===== src/bas_pkg.sv =====
`default_nettype none
package bas_pkg;
   localparam int COUNT_BITS_DEF = 24;
   localparam int CODE_SPACE_DEF = 256;
   localparam int CODE_W = 8;
   localparam int CSR_IDX_W = 3;
   localparam int CSR_DATA_W = 17;

   localparam logic [CSR_IDX_W-1:0] CSR_THRESHOLD = 3'd0;
   localparam logic [CSR_IDX_W-1:0] CSR_DIGIT_GAIN = 3'd1;
   localparam logic [CSR_IDX_W-1:0] CSR_LETTER_GAIN = 3'd2;
   localparam logic [CSR_IDX_W-1:0] CSR_FOLD_CASE = 3'd3;
   localparam logic [CSR_IDX_W-1:0] CSR_MERGE_SPACES = 3'd4;

   localparam logic [CODE_W-1:0] SPACE_CODE = 8'h20;

   // Request passed from front to back
   typedef struct packed {
      logic             is_end;
      logic [CODE_W-1:0] code;
   } cmd_type;

   typedef struct packed {
      logic [16:0] threshold_frac;
      logic [15:0] digit_gain;
      logic [15:0] letter_gain;
      logic        fold_case;
      logic        merge_spaces;
   } cfg_type;

   function automatic logic is_digit(input logic [CODE_W-1:0] c);
      return (c >= 8'h30) && (c <= 8'h39);
   endfunction

   function automatic logic is_letter(input logic [CODE_W-1:0] c);
      return ((c >= 8'h41) && (c <= 8'h5A)) || ((c >= 8'h61) && (c <= 8'h7A));
   endfunction
endpackage
`default_nettype wire


===== src/bas_front.sv =====
`default_nettype none
module bas_front
   import bas_pkg::*;
(
   input  wire logic        clock,
   input  wire logic        reset,
   input  wire cfg_type     cfg,
   input  wire logic        req_push,
   output logic             req_full,
   input  wire logic        req_kind,
   input  wire logic [7:0]  req_text_byte,
   output cmd_type          q_data,
   output logic             q_valid,
   input  wire logic        q_take
);
   localparam int QD = 4;
   localparam int QW = $clog2(QD);

   cmd_type           q_ff [QD];
   logic [QW-1:0]     wp_ff, wp_in, rp_ff, rp_in;
   logic [QW:0]       cnt_ff, cnt_in;
   logic [CODE_W-1:0] prev_ff, prev_in;
   cmd_type           cmd;
   logic              drop, accept;

   assign req_full = (cnt_ff == QW'(0) + (QW+1)'(QD));
   assign accept = req_push && !req_full;

   // Classify: map whitespace, drop repeated spaces, fold case
   always_comb begin
      cmd.is_end = req_kind;
      cmd.code = req_text_byte;
      drop = 1'b0;
      if (!req_kind) begin
         if (cfg.merge_spaces && (((req_text_byte >= 8'd9) && (req_text_byte <= 8'd13))
                                  || (req_text_byte == SPACE_CODE))) begin
            cmd.code = SPACE_CODE;
            drop = (prev_ff == SPACE_CODE);
         end
         if (cfg.fold_case && (cmd.code >= 8'h41) && (cmd.code <= 8'h5A)) begin
            cmd.code = cmd.code + 8'd32;
         end
      end
   end

   always_comb begin
      prev_in = prev_ff;
      if (accept) begin
         if (req_kind) begin
            prev_in = '0;
         end else if (!drop) begin
            prev_in = cmd.code;
         end
      end
   end

   wire push_q = accept && !(drop && !req_kind);
   wire pop_q = q_take && q_valid;

   assign wp_in = push_q ? wp_ff + QW'(1) : wp_ff;
   assign rp_in = pop_q ? rp_ff + QW'(1) : rp_ff;
   assign cnt_in = cnt_ff + (QW+1)'(push_q) - (QW+1)'(pop_q);
   assign q_valid = (cnt_ff != '0);
   assign q_data = q_ff[rp_ff];

   // Advance queue pointers
   always_ff @(posedge clock) begin
      if (reset) begin
         wp_ff <= '0;
         rp_ff <= '0;
         cnt_ff <= '0;
         prev_ff <= '0;
      end else begin
         wp_ff <= wp_in;
         rp_ff <= rp_in;
         cnt_ff <= cnt_in;
         prev_ff <= prev_in;
      end
   end

   always_ff @(posedge clock) begin
      if (push_q) begin
         q_ff[wp_ff] <= cmd;
      end
   end
endmodule
`default_nettype wire


===== config.mk =====
export PLATFORM = sky130hd
export DESIGN_NAME = bas_front
export DESIGN_NICKNAME = d
export VERILOG_FILES = /design/src/bas_pkg.sv /design/src/bas_front.sv
export SDC_FILE = /design/constraint.sdc
export NUM_CORES = 1
export LEC_CHECK = 0
export BUFFER_PORTS_ARGS = -buffer_cell sky130_fd_sc_hd__buf_2
export CORE_UTILIZATION = 30
export DETAILED_ROUTE_END_ITERATION = 10
export PLACE_DENSITY_LB_ADDON = 0.15
export SETUP_SLACK_MARGIN = 0.4
export SYNTH_ARGS = -nofsm -noshare
export SYNTH_HDL_FRONTEND = slang
export SYNTH_SLANG_ARGS = --single-unit

===== constraint.sdc =====
create_clock -name clock -period 2.35 [get_ports clock]
set_clock_uncertainty 0.15 [all_clocks]
set_input_delay 0.1175 -clock clock [delete_from_list [all_inputs] [get_ports clock]]
set_output_delay 0.1175 -clock clock [all_outputs]
set_load 0.05 [all_outputs]

== Yosys cells after proc, flatten, opt, wreduce, memory -nomap -nowiden ==
Memories as Yosys holds them, arrays and structs flattened. A register that Yosys moved wholly into a read port is not among the register bits.
Index checks and enable logic that the tools add are counted.
Word-level totals
  input port bits: 64
  bits in registers: 15
  memories kept: 1
  logic and storage cells: 44
  RAM bits: 36
Memory list
  q_ff: words 4, width 9, read ports 1, clocked after Yosys merged registers in 1, wr ports 1, RTL line bas_front.sv:19  | cmd_type q_ff [QD];
Cells by class
  $add $sub $neg: 5
  $lt $le $gt $ge: 4
  muxes and demuxes: 12
  reduce and logical (&&, ||, !) cells: 14
  equal/unequal tests: 4
Operator list (number)
  $mux W8: 6
  $eq A8 B6 Y1 const B: 2
  $add A8 B6 Y8 const B: 1
  $ge A8 B4 Y1 const B: 1
  $ge A8 B7 Y1 const B: 1
  $le A8 B4 Y1 const B: 1
  $le A8 B7 Y1 const B: 1
  $logic_and A1 B1 Y1: 8
  $add A2 B1 Y2 const B: 2
  $mux W1: 4
  $mux W2: 2
  $add A3 B1 Y3: 1
  $eq A3 B3 Y1 const B: 1
  $logic_not A1 Y1: 3
  $reduce_bool A3 Y1: 1
  $sub A3 B1 Y3: 1
  $ne A2 B2 Y1 const B: 1
  $reduce_and A2 Y1: 1
  $logic_or A1 B1 Y1: 1

== Logic depth before layout (Yosys ltp) ==
  depth in word-level cells: 13
  depth in mapped cells: 13
  mapped depth without buffers: 12

== Least setup slack after synthesis ==
OpenSTA, ideal clock, no wires.
  kind: flip-flop to flip-flop
  start point: register cnt_ff[2]
  end point: register cnt_ff[2]
  setup time: 0.128 ns
  setup slack: -0.996 ns
  data required time: 2.072 ns
  period minus slack after synthesis: 3.346 ns
  data arrival time: 3.068 ns
  cell stages (with the launch flop): 12
  path through: dfxtp_1 nor3b_1 nand2b_1 nor2_1 inv_1 ha_1 inv_1 ha_1 fa_1 xnor2_1 xnor2_1 nor2_1
Between the ends
  word-level cells in the longest chain between the ends: 6
Ends and longest elaborated chain
  from (decl): RTL line bas_front.sv:21  | logic [QW:0] cnt_ff, cnt_in;
  from (signal assigned): RTL line bas_front.sv:76  | cnt_ff <= cnt_in;
  $eq A3 B3 Y1: RTL line bas_front.sv:26  | assign req_full = (cnt_ff == QW'(0) + (QW+1)'(QD));
  via req_full: RTL line bas_front.sv:9  | output logic req_full,
  $logic_not A1 Y1: RTL line bas_front.sv:27  | assign accept = req_push && !req_full;
  $logic_and A1 B1 Y1: RTL line bas_front.sv:27
  $logic_and A1 B1 Y1: RTL line bas_front.sv:57  | wire push_q = accept && !(drop && !req_kind);
  $add A3 B1 Y3: RTL line bas_front.sv:62  | assign cnt_in = cnt_ff + (QW+1)'(push_q) - (QW+1)'(pop_q);
  $sub A3 B1 Y3: RTL line bas_front.sv:62
The timed path passes the listed nets, and every way through them passes these cells.
A chain may end at the register's enable or synchronous reset.

== Worst setup path after layout ==
  start point: register prev_ff[1]
  end point: register cnt_ff[2]
Between the ends
  word-level cells in the longest chain between the ends: 8
Ends and longest elaborated chain
  from (decl): RTL line bas_front.sv:22  | logic [CODE_W-1:0] prev_ff, prev_in;
  from (signal assigned): RTL line bas_front.sv:77  | prev_ff <= prev_in;
  $eq A8 B6 Y1: RTL line bas_front.sv:38  | drop = (prev_ff == SPACE_CODE);
  $mux W1: RTL line bas_front.sv:35  | if (cfg.merge_spaces && (((req_text_byte >= 8'd9) && (req_text_byte <= 8'd13))
  $mux W1: RTL line bas_front.sv:34  | if (!req_kind) begin
  $logic_and A1 B1 Y1: RTL line bas_front.sv:57
  $logic_not A1 Y1: RTL line bas_front.sv:57
  $logic_and A1 B1 Y1: RTL line bas_front.sv:57
  $add A3 B1 Y3: RTL line bas_front.sv:62
  $sub A3 B1 Y3: RTL line bas_front.sv:62
No other way between the ends.

==> flow_metrics.py <==
metrics = {
    "synthesis": {
        "seq_area_frac_synth": 0.603,
        "post-synth-top-count-cell": "edfxtp_1",
        "yosys.area.top_type": "edfxtp_1",
        "yosys.area_share.simple": 0.149,
        "yosysTopAreaCellShare": 0.458,
        "synthMuxAreaShare": 0.0859,
        "synth_top_family_by_area": "simple AND/OR/NAND/NOR gates",
        "synth_nets": 241,
        "synthCells": 169,
        "synth_compound_area_frac": 0.0775,
        "synth_adder_area_share": 0.0456,
        "syn-cell-area_mm2": 0.00236,
        "ys_top_cells_by_count": "edfxtp_1, dfxtp_1, nor2_1",
        "ys_warn_count": 0,
        "ys_async_sr_fraction": 0,
        "syn_avg_cell_area_um2": 14.0,
        "synth-edff-count": 36,
        "synth_flop_cell": "edfxtp_1",
        "ys_types": 45,
        "synth_area_leaders": "edfxtp_1, dfxtp_1, mux4_2",
        "synth_xor_area_frac": 0.0149,
        "ys_ff_latch": 53,
    },
    "cts": {
        "clk_pin_slew_worst_paths_ns": 0.10,
        "cts.sinks": 53,
        "tritoncts": "built",
        "htreeDepth": 2,
        "cts_root_buffer": "clkbuf_8",
        "clk_latency_ns": 0.31,
        "cts_buffers": 5,
        "clk_path_buf_depth": 2,
    },
    "routing": {
        "wl_um": 5220,
        "wl_per_cell_um": 15.8,
        "ant_nets": 0,
        "drc": 0,
        "drtIter0Drc": 75,
        "num_vias": 1596,
        "dr.pass1.iters": 4,
        "routed_via_density": 4.84,
    },
    "min_path": {
        "hold_path_class": "in2reg",
    },
    "finish": {
        "syn_to_final_growth_pct": 32.9,
        "fillers": 693,
        "drive_gt1_frac": 0.481,
        "fin_area_mm2": 0.00313,
        "antenna_cells": 0,
        "postLayoutCoreUtil": 0.423,
        "fin_nets": 302,
    },
    "placement": {
        "gp_routability_congestion": 0.817,
        "dpl_cell_area_mm2": 0.00285,
        "io_buffer_count": 25,
        "hpwl_um": 3790,
    },
    "global_routing": {
        "grtUsageTotal": 0.133,
        "grt_overflow_total": 0,
        "grt_pass1_vias": 1635,
        "grt_start_max_net_pins": 19,
        "antenna_found_initial": 0,
        "grt_pass1_wl_um": 8330,
    },
    "sta": {
        "fin_hold_ws_ns": 0.00640,
        "fin_tns_setup_ns": 0,
        "slew_headroom": 0.571,
        "period_share": 1.00,
        "min_period_ns": 2.35,
        "hold_viol": 0,
        "rsz0062_at_grt": "yes",
        "setup_viol": 0,
        "worstMarginPinSlew_ns": 0.638,
        "slew_viol_final": 0,
        "fmax_mhz": 426,
    },
    "outcome": {
        "status": "completed",
    },
    "power": {
        "peakVddDrop_mv": 0.409,
        "p_leak_nw": 1.16,
        "p_total_mw": 2.74,
        "power.density_mw_per_mm2": 876,
    },
    "setup_path": {
        "critPathMaxFanout": 2,
        "path_class": "reg2reg",
        "start_kind": "flop",
        "arrival_ns": 2.40,
        "crit_required_ns": 2.40,
        "cp-end-kind": "flop",
    },
    "die": {
        "die_area_mm2": 0.00822,
        "initial_utilization": 0.318,
        "die_w_um": 90.7,
        "num_io_pins": 75,
        "die_h_um": 90.7,
        "row_count": 31,
        "core_mm2": 0.00741,
    },
    "run": {
        "max_cap_viol_count": 0,
    },
}
[critical path, cell delays in order, from the launching register on]
cell	delay, ns
dfxtp_2	0.34
nor4_2	0.26
and4b_1	0.28
o21a_4	0.15
nor2_2	0.04
inv_2	0.06
ha_4	0.12
inv_2	0.03
ha_4	0.14
fa_2	0.34
xnor2_2	0.14
xnor2_1	0.13
nor2_1	0.05
[per-layer routing]
| layer | GRT usage | wire, µm | vias to the layer above |
|---|---|---|---|
| met5 | 0 | 0 | - |
| met4 | 0.0497 | 94 | 0 |
| met3 | 0.0295 | 152 | 7 |
| met2 | 0.220 | 2570 | 32 |
| met1 | 0.170 | 2400 | 797 |
| li1 | - | - | 760 |
[final timing paths]
path,from,to,slack [ns],depth (start not counted)
setup / recovery,prev_ff[1]$_SDFFE_PP0P_,cnt_ff[2]$_SDFF_PP0_,0.0006,12
hold / removal,reset,cnt_ff[2]$_SDFF_PP0_,0.006,2
hold reg to reg,prev_ff[4]$_SDFFE_PP0P_,prev_ff[4]$_SDFFE_PP0P_,0.33,2
setup reg to reg,prev_ff[1]$_SDFFE_PP0P_,cnt_ff[2]$_SDFF_PP0_,0.0006,12
[state kept, by name, indices dropped and copies added, names as in the netlist, named ones only]
register	count
q_ff	36
prev_ff	8
cnt_ff	3
wp_ff	2
rp_ff	2
[power by group]
| group | switching [mW] | internal [mW] |
|---|---|---|
| logic | 0.624 | 0.426 |
| registers | 0.0594 | 1.11 |
| clock network | 0.306 | 0.215 |
| total | 0.989 | 1.76 |
[layout by cell type, fill, tap and decap left out, drive strengths merged, types with 2 or more instances in the layout]
master | netlist | layout
nor4b | 2 | 2
clkbuf | 5 | 5
nand3 | 2 | 2
nand2b | 3 | 3
or4b | 2 | 2
nor4 | 6 | 6
inv | 7 | 8
o21bai | 2 | 2
and3 | 4 | 4
nand2 | 4 | 4
nor3b | 2 | 2
dlygate4sd3 | 0 | 2
or3 | 3 | 3
buf | 3 | 60
or2 | 2 | 2
a21oi | 6 | 6
a22o | 4 | 4
edfxtp | 36 | 36
dfxtp | 17 | 17
nor2 | 11 | 11
nor2b | 6 | 6
mux4 | 9 | 9
ha | 7 | 7
o21ai | 7 | 7
o21a | 2 | 2
xnor2 | 3 | 3
[cell type report]
class | count | area, µm² | share of cell area
clock buffers | 5 | 68.8 | 0.0220
clock inverters | 3 | 25.0 | 0.00798
inverters | 7 | 26.3 | 0.00838
multi-input cells | 101 | 1010 | 0.323
flip-flops and latches | 53 | 1430 | 0.455
well taps | 99 | 124 | 0.0395
repair buffers | 62 | 452 | 0.144
[through the flow]
step | setup slack (ns) | cells
detailed placement | -0.328 | 313
finish | 0.000643 | 330
floorplan | -0.159 | 169
global route | -0.123 | 330
CTS | -0.000987 | 323
global placement | -0.247 | 313
[cells by family after synthesis]
group / after synthesis
simple gates: 54
mux: 9
fa+ha+maj: 8
flops: 53
buf+inv: 15
compound gates: 26
xor+xnor: 4
[timing repair]
action | 4_1_cts | 5_1_grt
hold buffers | 1 | 1
gates resized for setup | 10 | 19
endpoints found under the hold margin | 1 | 1
endpoints found under the setup margin | 45 | 20
cloned | 0 | 0
setup buffers | 1 | 6
pin swaps | 9 | 9
Power figures use the tool's default switching activity.
